**config.mk**
```make
export PLATFORM = sky130hd
export DESIGN_NAME = compass_heading_smoother
export DESIGN_NICKNAME = d
export VERILOG_FILES = /design/src/rtl/core/chs_pkg.sv /design/src/rtl/core/chs_cordic.sv /design/src/rtl/core/chs_blend.sv /design/src/rtl/core/compass_heading_smoother.sv
export SDC_FILE = /design/constraint.sdc
export NUM_CORES = 1
export LEC_CHECK = 0
export BUFFER_PORTS_ARGS = -buffer_cell sky130_fd_sc_hd__clkbuf_2
export CAP_MARGIN = 20
export CELL_PAD_IN_SITES_DETAIL_PLACEMENT = 1
export CELL_PAD_IN_SITES_GLOBAL_PLACEMENT = 2
export CORE_MARGIN = 1.5
export CORE_UTILIZATION = 42
export DETAILED_ROUTE_END_ITERATION = 16
export PLACE_DENSITY = 0.91
export SLEW_MARGIN = 40
export SYNTH_ARGS = -nofsm -noshare
export SYNTH_HDL_FRONTEND = slang
export SYNTH_SLANG_ARGS = --single-unit
```
**constraint.sdc**
```tcl
create_clock -name clk_i -period 7.35 [get_ports clk_i]
set_input_delay 2.205 -clock clk_i [delete_from_list [all_inputs] [get_ports clk_i]]
set_output_delay 2.205 -clock clk_i [all_outputs]
set_load 0.02 [all_outputs]
```
**src/rtl/core/chs_pkg.sv**
```systemverilog
// Package for the compass heading smoother.
// Holds the request types, fixed-point widths, the arctangent table and the sequencer states.
// No dependencies.
package chs_pkg;

  localparam int ANGLE_FRACTION_BITS = 6;
  localparam int CORDIC_ITERATIONS   = 16;

  localparam int ATAN_LEN  = 24;
  localparam int ITER_CNT  = (CORDIC_ITERATIONS > ATAN_LEN) ? ATAN_LEN : CORDIC_ITERATIONS;
  localparam int ITER_W    = (ITER_CNT > 1) ? $clog2(ITER_CNT) : 1;
  localparam int TAB_IDX_W = $clog2(ATAN_LEN);

  localparam int ACC_FRAC      = 16;
  localparam int INPUT_GAIN_SH = 8;
  localparam int SAMPLE_W      = 16;
  localparam int XY_W          = 28;
  localparam int Z_W           = 27;
  localparam int ATAN_W        = 22;

  localparam int FULL_ACC_I = 360 << ACC_FRAC;
  localparam int HALF_ACC_I = 180 << ACC_FRAC;
  localparam int RND_SH     = ACC_FRAC - ANGLE_FRACTION_BITS;
  localparam int RND_HALF_I = 1 << (RND_SH - 1);

  localparam int FULL_TURN_I     = 360 << ANGLE_FRACTION_BITS;
  localparam int HALF_TURN_I     = 180 << ANGLE_FRACTION_BITS;
  localparam int SECTOR_OFFSET_I = 45 << (ANGLE_FRACTION_BITS - 1);
  localparam int HD_W            = $clog2(FULL_TURN_I);
  localparam int DIFF_W          = HD_W + 1;
  localparam int SUM_W           = HD_W + 2;

  localparam int FACTOR_W   = 16;
  localparam int PROD_W     = DIFF_W + FACTOR_W + 1;
  localparam int STEP_RND_I = 1 << (FACTOR_W - 1);

  localparam int HEADING_W = 15;
  localparam int SECTOR_W  = 3;

  localparam logic [FACTOR_W-1:0] FACTOR_RESET = 16'd9830;

  localparam logic [ATAN_W-1:0] ATAN_TABLE [ATAN_LEN] = '{
    22'd2949120, 22'd1740967, 22'd919879, 22'd466945, 22'd234379, 22'd117304,
    22'd58666,   22'd29335,   22'd14668,  22'd7334,   22'd3667,   22'd1833,
    22'd917,     22'd458,     22'd229,    22'd115,    22'd57,     22'd29,
    22'd14,      22'd7,       22'd4,      22'd2,      22'd1,      22'd0
  };

  typedef struct packed {
    logic signed [SAMPLE_W-1:0] field_x;
    logic signed [SAMPLE_W-1:0] field_y;
  } chs_in_t;

  typedef struct packed {
    logic [HEADING_W-1:0] raw_heading;
    logic [HEADING_W-1:0] smooth_heading;
    logic [SECTOR_W-1:0]  sector;
  } chs_out_t;

  typedef enum logic [2:0] {
    ST_IDLE,
    ST_ROTATE,
    ST_ROUND,
    ST_DIFF,
    ST_MULT,
    ST_SUM,
    ST_EMIT
  } chs_state_e;

  typedef struct packed {
    logic load;
    logic step;
  } cordic_ctrl_t;

  typedef struct packed {
    logic round_en;
    logic diff_en;
    logic mult_en;
    logic sum_en;
  } blend_ctrl_t;

endpackage

```
**src/rtl/core/chs_cordic.sv**
```systemverilog
// Iterative vectoring CORDIC: one shift/add/subtract step per cycle on x, y and angle.
// Depends on chs_pkg.
module chs_cordic (
  input  logic                         clk_i,
  input  logic                         rst_ni,
  input  chs_pkg::cordic_ctrl_t        ctrl_i,
  input  chs_pkg::chs_in_t             sample_i,
  output logic signed [chs_pkg::Z_W-1:0] z_o,
  output logic                         zero_o,
  output logic                         last_o
);
  import chs_pkg::*;

  logic signed [XY_W-1:0]  x_q, x_d, y_q, y_d;
  logic signed [XY_W-1:0]  xs, ys, x_in, y_in;
  logic signed [Z_W-1:0]   z_q, z_d, atan_z;
  logic [ITER_W-1:0]       cnt_q, cnt_d;
  logic                    zero_q, zero_d;

  always_comb begin
    x_in   = {{(XY_W-SAMPLE_W){sample_i.field_x[SAMPLE_W-1]}}, sample_i.field_x} <<< INPUT_GAIN_SH;
    y_in   = {{(XY_W-SAMPLE_W){sample_i.field_y[SAMPLE_W-1]}}, sample_i.field_y} <<< INPUT_GAIN_SH;
    xs     = x_q >>> cnt_q;
    ys     = y_q >>> cnt_q;
    atan_z = $signed({{(Z_W-ATAN_W){1'b0}}, ATAN_TABLE[TAB_IDX_W'(cnt_q)]});
    x_d    = x_q;
    y_d    = y_q;
    z_d    = z_q;
    cnt_d  = cnt_q;
    zero_d = zero_q;
    if (ctrl_i.load) begin
      cnt_d  = '0;
      zero_d = (sample_i.field_x == '0) && (sample_i.field_y == '0);
      if (x_in < 0) begin
        x_d = -x_in;
        y_d = -y_in;
        z_d = Z_W'(HALF_ACC_I);
      end else begin
        x_d = x_in;
        y_d = y_in;
        z_d = '0;
      end
    end else if (ctrl_i.step) begin
      cnt_d = cnt_q + 1'b1;
      if (y_q >= 0) begin
        x_d = x_q + ys;
        y_d = y_q - xs;
        z_d = z_q + atan_z;
      end else begin
        x_d = x_q - ys;
        y_d = y_q + xs;
        z_d = z_q - atan_z;
      end
    end
  end

  always_ff @(posedge clk_i or negedge rst_ni) begin
    if (!rst_ni) begin
      cnt_q  <= '0;
      zero_q <= 1'b0;
    end else begin
      cnt_q  <= cnt_d;
      zero_q <= zero_d;
    end
  end

  always_ff @(posedge clk_i) begin
    x_q <= x_d;
    y_q <= y_d;
    z_q <= z_d;
  end

  assign z_o    = z_q;
  assign zero_o = zero_q;
  assign last_o = (cnt_q == ITER_W'(ITER_CNT - 1));

endmodule

```
**src/rtl/core/chs_blend.sv**
```systemverilog
// Heading rounding and wrap-aware exponential smoothing, one stage per sequencer step.
// Keeps the smoothed heading. Depends on chs_pkg.
module chs_blend (
  input  logic                            clk_i,
  input  logic                            rst_ni,
  input  chs_pkg::blend_ctrl_t            ctrl_i,
  input  logic signed [chs_pkg::Z_W-1:0]  z_i,
  input  logic                            zero_i,
  input  logic [chs_pkg::FACTOR_W-1:0]    factor_i,
  output logic [chs_pkg::HD_W-1:0]        raw_o,
  output logic [chs_pkg::HD_W-1:0]        smooth_o
);
  import chs_pkg::*;

  logic signed [Z_W-1:0]    zn, zr;
  logic [HD_W-1:0]          raw_q, raw_d;
  logic signed [DIFF_W-1:0] diff_q, diff_d;
  logic signed [PROD_W-1:0] prod, diff_ext, factor_ext, prod_rnd;
  logic signed [DIFF_W-1:0] step_q, step_d;
  logic signed [SUM_W-1:0]  sum;
  logic [HD_W-1:0]          last_q, last_d;

  always_comb begin
    zn = z_i;
    if (zn < 0) begin
      zn = zn + Z_W'(FULL_ACC_I);
    end
    if (zn >= Z_W'(FULL_ACC_I)) begin
      zn = zn - Z_W'(FULL_ACC_I);
    end
    zr = (zn + Z_W'(RND_HALF_I)) >>> RND_SH;
    if (zr >= Z_W'(FULL_TURN_I)) begin
      zr = zr - Z_W'(FULL_TURN_I);
    end
    raw_d = zero_i ? '0 : HD_W'(zr);

    diff_d = $signed({1'b0, raw_q}) - $signed({1'b0, last_q});
    if (diff_d > DIFF_W'(HALF_TURN_I)) begin
      diff_d = diff_d - DIFF_W'(FULL_TURN_I);
    end else if (diff_d < -DIFF_W'(HALF_TURN_I)) begin
      diff_d = diff_d + DIFF_W'(FULL_TURN_I);
    end

    diff_ext   = {{(PROD_W-DIFF_W){diff_q[DIFF_W-1]}}, diff_q};
    factor_ext = $signed({{(PROD_W-FACTOR_W){1'b0}}, factor_i});
    prod       = diff_ext * factor_ext;
    prod_rnd   = (prod + PROD_W'(STEP_RND_I)) >>> FACTOR_W;
    step_d     = DIFF_W'(prod_rnd);

    sum = $signed({2'b00, last_q}) + {step_q[DIFF_W-1], step_q};
    if (sum < 0) begin
      sum = sum + SUM_W'(FULL_TURN_I);
    end else if (sum >= SUM_W'(FULL_TURN_I)) begin
      sum = sum - SUM_W'(FULL_TURN_I);
    end
    last_d = HD_W'(sum);
  end

  always_ff @(posedge clk_i or negedge rst_ni) begin
    if (!rst_ni) begin
      last_q <= '0;
    end else if (ctrl_i.sum_en) begin
      last_q <= last_d;
    end
  end

  always_ff @(posedge clk_i) begin
    if (ctrl_i.round_en) begin
      raw_q <= raw_d;
    end
    if (ctrl_i.diff_en) begin
      diff_q <= diff_d;
    end
    if (ctrl_i.mult_en) begin
      step_q <= step_d;
    end
  end

  assign raw_o    = raw_q;
  assign smooth_o = last_q;

endmodule

```
**src/rtl/core/compass_heading_smoother.sv**
```systemverilog
// Top level of the compass heading smoother: sequencer, smoothing factor register, result register.
// Instantiates chs_cordic and chs_blend. Depends on chs_pkg.
//
// One X/Y sample request yields one result request: one load step, 16 passes through the
// shared CORDIC shift/add stage, then round, fold, multiply, sum and emit steps; emit waits
// while a stalled result still sits in the result register. A new sample is taken only once
// the sequencer is back in idle. The result register holds a finished result while the
// next sample is already being worked on. The smoothing factor may be written whenever the
// block is idle and takes effect on the next sample.
module compass_heading_smoother (
  input  logic                          clk_i,
  input  logic                          rst_ni,
  input  logic                          cfg_we_i,
  input  logic [chs_pkg::FACTOR_W-1:0]  cfg_wdata_i,
  input  logic                          in_valid_i,
  output logic                          in_stall_o,
  input  chs_pkg::chs_in_t              in_req_i,
  output logic                          out_valid_o,
  input  logic                          out_stall_i,
  output chs_pkg::chs_out_t             out_req_o
);
  import chs_pkg::*;

  chs_state_e             state_q, state_d;
  cordic_ctrl_t           cordic_ctrl;
  blend_ctrl_t            blend_ctrl;
  logic signed [Z_W-1:0]  cordic_z;
  logic                   cordic_zero, cordic_last;
  logic [HD_W-1:0]        raw_heading, smooth_heading;
  logic [FACTOR_W-1:0]    factor_q;
  logic                   out_valid_q, out_load;
  chs_out_t               out_req_q;
  logic [SECTOR_W-1:0]    sector;

  chs_cordic u_cordic (
    .clk_i    (clk_i),
    .rst_ni   (rst_ni),
    .ctrl_i   (cordic_ctrl),
    .sample_i (in_req_i),
    .z_o      (cordic_z),
    .zero_o   (cordic_zero),
    .last_o   (cordic_last)
  );

  chs_blend u_blend (
    .clk_i    (clk_i),
    .rst_ni   (rst_ni),
    .ctrl_i   (blend_ctrl),
    .z_i      (cordic_z),
    .zero_i   (cordic_zero),
    .factor_i (factor_q),
    .raw_o    (raw_heading),
    .smooth_o (smooth_heading)
  );

  always_ff @(posedge clk_i or negedge rst_ni) begin
    if (!rst_ni) begin
      state_q <= ST_IDLE;
    end else begin
      state_q <= state_d;
    end
  end

  always_comb begin
    state_d     = state_q;
    cordic_ctrl = '0;
    blend_ctrl  = '0;
    out_load    = 1'b0;
    in_stall_o  = (state_q != ST_IDLE);
    unique case (state_q)
      ST_IDLE: begin
        if (in_valid_i) begin
          cordic_ctrl.load = 1'b1;
          state_d          = ST_ROTATE;
        end
      end
      ST_ROTATE: begin
        cordic_ctrl.step = 1'b1;
        if (cordic_last) begin
          state_d = ST_ROUND;
        end
      end
      ST_ROUND: begin
        blend_ctrl.round_en = 1'b1;
        state_d             = ST_DIFF;
      end
      ST_DIFF: begin
        blend_ctrl.diff_en = 1'b1;
        state_d            = ST_MULT;
      end
      ST_MULT: begin
        blend_ctrl.mult_en = 1'b1;
        state_d            = ST_SUM;
      end
      ST_SUM: begin
        blend_ctrl.sum_en = 1'b1;
        state_d           = ST_EMIT;
      end
      ST_EMIT: begin
        if (!out_valid_q || !out_stall_i) begin
          out_load = 1'b1;
          state_d  = ST_IDLE;
        end
      end
      default: begin
        state_d = ST_IDLE;
      end
    endcase
  end

  always_comb begin
    sector = '0;
    for (int k = 1; k < 8; k++) begin
      if (int'(smooth_heading) >= (2 * k - 1) * SECTOR_OFFSET_I) begin
        sector = SECTOR_W'(k);
      end
    end
    if (int'(smooth_heading) >= 15 * SECTOR_OFFSET_I) begin
      sector = '0;
    end
  end

  always_ff @(posedge clk_i or negedge rst_ni) begin
    if (!rst_ni) begin
      factor_q <= FACTOR_RESET;
    end else if (cfg_we_i) begin
      factor_q <= cfg_wdata_i;
    end
  end

  always_ff @(posedge clk_i or negedge rst_ni) begin
    if (!rst_ni) begin
      out_valid_q <= 1'b0;
    end else if (out_load) begin
      out_valid_q <= 1'b1;
    end else if (!out_stall_i) begin
      out_valid_q <= 1'b0;
    end
  end

  always_ff @(posedge clk_i) begin
    if (out_load) begin
      out_req_q.raw_heading    <= HEADING_W'(raw_heading);
      out_req_q.smooth_heading <= HEADING_W'(smooth_heading);
      out_req_q.sector         <= sector;
    end
  end

  assign out_valid_o = out_valid_q;
  assign out_req_o   = out_req_q;

  a_accept_blocks: assert property (@(posedge clk_i) disable iff (!rst_ni)
    (in_valid_i && !in_stall_o) |=> (in_stall_o && state_q == ST_ROTATE))
    else $error("sample taken without starting the CORDIC pass");

  a_emit_delivers: assert property (@(posedge clk_i) disable iff (!rst_ni)
    (state_q == ST_EMIT && !(out_valid_q && out_stall_i)) |=> (out_valid_o && state_q == ST_IDLE))
    else $error("finished result not loaded into the result register");

  a_no_overwrite: assert property (@(posedge clk_i) disable iff (!rst_ni)
    (out_valid_o && out_stall_i) |-> !out_load)
    else $error("stalled result overwritten");

  a_heading_range: assert property (@(posedge clk_i) disable iff (!rst_ni)
    out_valid_o |-> ((HD_W > HEADING_W) ||
      (int'(out_req_o.raw_heading) < FULL_TURN_I &&
       int'(out_req_o.smooth_heading) < FULL_TURN_I)))
    else $error("heading outside one turn");

endmodule

```
## After elaboration in Yosys (flattened, before gate mapping)

Memory sizes are Yosys's and may differ from the RTL's.
Cells that the tools add are included.

| cells by class | value |
|---|---|
| $add $sub $neg | 20 |
| multipliers | 1 |
| $lt $le $gt $ge | 18 |
| eq/ne operators | 11 |
| shift-type cells | 2 |
| mux-type cells | 45 |
| bitwise gates (word level) | 1 |
| reductions and logical operators | 10 |

Operators by type and width:

| cell | number |
|---|---|
| 2-to-1 mux 28 bit | 8 |
| 2-to-1 mux 27 bit | 5 |
| adder 28 bit | 2 |
| negator 24 -> 28 bit | 2 |
| >>> shifter 28 x 4 -> 28 bit | 2 |
| subtractor 28 bit | 2 |
| greater-or-equal comparator 15 x 14 -> 1 bit, second input constant | 3 |
| 2-to-1 mux 15 bit | 3 |
| 2-to-1 mux 22 bit | 2 |
| greater-or-equal comparator 17 x 16 -> 1 bit, second input constant | 2 |
| adder 32 x 17 -> 32 bit, second input constant | 1 |
| logical NOT 16 bit | 2 |
| multiplier 16 x 17 -> 32 bit | 1 |
| 2-to-1 mux 16 bit | 2 |
| greater-or-equal comparator 15 x 13 -> 1 bit, second input constant | 2 |
| greater-or-equal comparator 15 bit, second input constant | 2 |
| subtractor 15 bit, second input constant | 2 |
| greater-or-equal comparator 28 x 1 -> 1 bit, second input constant | 1 |
| adder 27 x 11 -> 27 bit, second input constant | 1 |
| adder 27 x 23 -> 27 bit | 1 |
| adder 27 x 26 -> 27 bit, second input constant | 1 |
| greater-or-equal comparator 27 x 26 -> 1 bit, second input constant | 1 |
| less-than comparator 27 x 1 -> 1 bit, second input constant | 1 |
| 2-to-1 mux 3 bit | 9 |
| 32 further kinds | 50 |

| storage, ports and cells | value |
|---|---|
| flip-flop bits (word level) | 203 |
| bits in read-only memories | 704 |
| input bits | 53 |
| logic and storage cells | 124 |
| memories | 1 |

Memory list:

| memory | depth | width | read ports | clocked after memory_dff | write ports | line | RTL |
|---|---|---|---|---|---|---|---|
| (name not given) | 32 | 22 | 1 | 0 | 0 | chs_cordic.sv:25 | `atan_z = $signed({{(Z_W-ATAN_W){1'b0}}, ATAN_TABLE[TAB_IDX_W'(cnt_q)]});` |

## Longest topological paths before layout

| depth | value |
|---|---|
| depth after elaboration | 8 |
| mapped depth | 28 |

## Modules after synthesis

Synthesis repeated with hierarchy kept, for this count alone.

| unflattened totals | value |
|---|---|
| cell total of the unflattened synthesis | 3,212 |
| area, all modules | 28,991.6 um^2 |

Modules (own cells, without submodules):

| module | instances | cells an instance | area an instance (um^2) | sequential area each (um^2) |
|---|---|---|---|---|
| chs_blend | 1 | 1,610 | 14,194.9 | 1,786.7 |
| chs_cordic | 1 | 1,470 | 12,728.5 | 2,617.5 |
| compass_heading_smoother | 1 | 132 | 2,068.2 | 1,500.2 |

## Worst setup path after synthesis

No wires, ideal clock.

| path | value |
|---|---|
| path type | flip-flop to flip-flop |
| start point | register factor_q[5] |
| end point | register u_blend.step_q[9], data pin |
| arrival | 6,515 ps |
| setup slack | 573 ps |
| stages on the path, launching flop included | 26 |
| clock period less this slack | 6,777 ps |
| path through | dfstp_2 > clkbuf_1 > nand2_1 > fa_1 > inv_1 > fa_1 > inv_1 > fa_1 > inv_1 > fa_1 > fa_1 > inv_1 > fa_1 > inv_1 > ha_1 > and3_1 > a221o_1 > a21oi_1 > a2bb2oi_1 > o31ai_1 > o211a_1 > or3_1 > a21oi_1 > nor2_1 > o21ai_0 > a21oi_1 |

| between the ends | value |
|---|---|
| word-level cells in the longest chain between the ends | 2 |

RTL lines:

| item | line | RTL |
|---|---|---|
| from (decl) | compass_heading_smoother.sv:30 | `logic [FACTOR_W-1:0] factor_q;` |
| from (signal assigned) | compass_heading_smoother.sv:127 | `factor_q <= cfg_wdata_i;` |
| multiplier 16 x 17 -> 32 bit | chs_blend.sv:46 | `prod = diff_ext * factor_ext;` |
| adder 32 x 17 -> 32 bit | chs_blend.sv:47 | `prod_rnd = (prod + PROD_W'(STEP_RND_I)) >>> FACTOR_W;` |
| net u_blend.prod_rnd[9] | chs_blend.sv:18 | `logic signed [PROD_W-1:0] prod, diff_ext, factor_ext, prod_rnd;` |
| to (signal assigned) | chs_blend.sv:75 | `step_q <= step_d;` |
| to (decl) | chs_blend.sv:19 | `logic signed [DIFF_W-1:0] step_q, step_d;` |

The timed path passes the listed nets, and every way through them passes these cells.
A chain may end at the register's enable or synchronous reset.

## Final worst setup path

Same ends and word-level chain as after synthesis.

==> reports/metrics.yaml <==
timing:
  drv_slew: 0
  setup_tns_ns: 0
  fin_crit_ns: 6.97
  relSlewSlack_pct: 47.8
  clock_skew_ns: 0.0108
  max_freq_ghz: 0.143
  final.period_utilization_pct: 94.9
  setup_viol: 0
  finalHoldViolations: 0
  tightest_slew_ns: 0.778
  rsz0062_at_grt: "no"
  setup_ws_ns: 0.376
synth:
  synth.net_count: 3576
  syn-cell-area_sq_um: 27800
  synth_flop_cell: "edfxtp_1"
  yosys.cell_count.top_type: "nand2_1"
  ys_top_cells_by_area: "edfxtp_1, fa_1, ha_1, nand2_1, mux4_2"
  synth_top_area_share_pct: 17.6
  seq_area_frac_synth_pct: 21.2
  avgSynthCellArea_sq_um: 9.03
  synth-seq-cells: 203
  async_flop_share_pct: 19.7
  synth_top_cells_by_count: "nand2_1, inv_1, ha_1"
  synth_cells: 3080
  yosysTopAreaCell: "edfxtp_1"
  synth.distinct_cells: 95
  yosysWarnings: 0
  synth_edf_count: 163
cells_and_area:
  layout.nets: 3618
  drive_above_1_share_pct: 11.1
  multi_input_area_sq_um: 20200
  n_antenna_cell: 0
  final_cells: 4006
  fin_area_sq_um: 30200
  nFillCells: 7645
  area_growth_pct: 8.68
  ff_latch_area_sq_um: 5920
floorplan:
  initial_core_util_pct: 42.4
  fp.dieH_um: 260
  std_cell_rows: 94
  io-pin-count: 88
  die_w_um: 260
  core_area_sq_um: 65600
  die_area_sq_um: 67800
place:
  io_buffer_count: 87
  preCtsSetupSlack_ns: 0.291
  dp_cells: 3953
  routabilityCongestion: 0.892
  post_dp_cell_area_sq_um: 29300
  hpwl_um: 66400
detailed_routing:
  wl_per_cell_um: 20.9
  vias: 23023
  first_pass_iters: 5
  drtIter0Drc: 1498
  drt-total-wl_um: 83600
  vias_per_cell: 5.75
  route.detailed.drc: 0
  postRouteAntennaNets: 0
clock_network:
  cts_buffer_depth: 3
  htree_num_levels: 1
  clock_sinks: 203
  cts_buffers: 29
  ctsRootBufferMaster: "clkbuf_16"
  holdBufCountCts: 0
  cts.reportedPaths.clkPinSlew_ns: 0.06
  clkLatencyLatePin_ns: 0.60
  cts_tree: "built"
worst_setup_path:
  required_ns: 7.69
  crit_type: "register to register"
  cp_slowest_cell: "dfstp_2"
  critPathMostFrequentCell: "fa_1"
  worst_setup_path_end_kind: "register"
  slowest_delay_ns: 0.63
  cp_cell_sequence: "nand2_1 -> fa_1 -> inv_1 -> fa_1 -> inv_1 -> fa_1 -> inv_1 -> fa_1 -> fa_1 -> inv_1 -> fa_1 -> inv_1 -> ha_1 -> and3_1 -> a221o_1 -> a21oi_1 -> a2bb2oi_1 -> o31ai_2 -> o211a_1 -> or3_1 -> a21oi_1 -> nor2_1 -> o21ai_1 -> a21oi_1"
  crit_fanout: 10
  critPathArrivalTime_ns: 7.32
  start_kind: "register"
global_routing:
  grtUsageTotal_pct: 25.0
  antenna_found_initial: 0
  grt_pass1_vias: 24789
  grt_max_degree: 52
  overflow: 0
  grt_pass1_wl_um: 136000
job:
  cap_viol_max_count: 0
min_path:
  hold_class: "register to register"
status:
  outcome: "complete, no violations"
[cells by family (layout without fill, tap and decap cells)]
logic type	count (synthesis)	in the layout	synth area share [%]
AND/OR/NAND/NOR	1028	1028	18.4
adder cells (fa/ha/maj)	443	443	25.3
AO/OA/AOI/OAI	584	584	13.5
multiplexers	148	148	8.10
XOR/XNOR	230	230	7.27
buffers and inverters	444	506	6.22
flip-flops	203	203	21.2
[repair_timing]
action | 4_1_cts | 5_1_grt
buffers inserted | 0 | 2
gates resized for setup | 0 | 2
endpoints found under the setup margin | 0 | 1
[sequential cells by signal, indices dropped and copies added, names as in the netlist]
| register | cells |
|---|---|
| state_q | 3 |
| u_cordic.z_o | 27 |
| u_cordic.y_q | 28 |
| u_blend.smooth_o | 15 |
| u_blend.diff_q | 16 |
| out_req_o | 33 |
| out_valid_o | 1 |
| u_cordic.cnt_q | 4 |
| u_blend.raw_o | 15 |
| u_cordic.zero_o | 1 |
| factor_q | 16 |
| u_cordic.x_q | 28 |
| u_blend.step_q | 16 |
[final cells by class]
type	count	share of cell area [%]
clock buffer	32	2.44
clock inverter	19	0.741
inverter	313	3.89
multi-input combinational	2433	66.9
sequential	203	19.6
tap	864	3.58
timing repair buffer	142	2.90
[cells in the final DEF, fill, tap and decap left out, types with 45 or more instances in the layout]
master / Yosys / final
a21o_1: 45 / 45
a21oi_1: 127 / 126
and2_1: 135 / 134
buf_4: 2 / 51
clkbuf_2: 0 / 87
edfxtp_1: 163 / 163
fa_1: 198 / 198
ha_1: 245 / 245
inv_1: 311 / 311
mux2_2: 46 / 46
mux4_2: 57 / 57
nand2_1: 351 / 351
nand2b_1: 47 / 47
nand3_1: 49 / 49
nor2_1: 180 / 180
nor3_1: 61 / 60
o21ai_0: 167 / 166
xnor2_1: 127 / 127
xor2_1: 102 / 102
[layer usage]
metal	track usage (%)	part of all wire, %	wire length [um]
met5	0	0	0
met4	7.08	3.1	2550
met3	2.37	3.6	3020
met2	44.1	50	41500
met1	32.4	44	36500
[final timing paths]
path / startpoint / endpoint / slack, ns / depth (start not counted)
max: factor_q[5] / u_blend.step_q[9] / 0.38 / 24
min: u_blend.raw_o[9] / out_req_o[27] / 0.46 / 0
max reg2reg: factor_q[5] / u_blend.step_q[9] / 0.38 / 24
min reg2reg: u_blend.raw_o[9] / out_req_o[27] / 0.46 / 0
max in group asynchronous: rst_ni / u_cordic.cnt_q[3] / 5.14 / 2
min in group asynchronous: rst_ni / u_blend.smooth_o[14] / 1.72 / 2
[critical path, delay by kind of cell (launching register included)]
kind | cells | cell delay [ns]
flops | 1 | 0.63
compound gates | 8 | 1.67
fa+ha+maj | 7 | 3.40
simple gates | 4 | 0.74
buf+inv | 5 | 0.26
[metrics by stage]
step	hold WS (ns)	utilization [%]
final	0.462	46.1
after global routing	0.485	46.1
after CTS	0.462	46.0
after detailed placement	0.453	44.6
after global placement	0.464	44.5
after floorplan	0.426	-
Power is not shown: default switching activity piles up to over one toggle a cycle in this logic, so the estimate is an artifact.
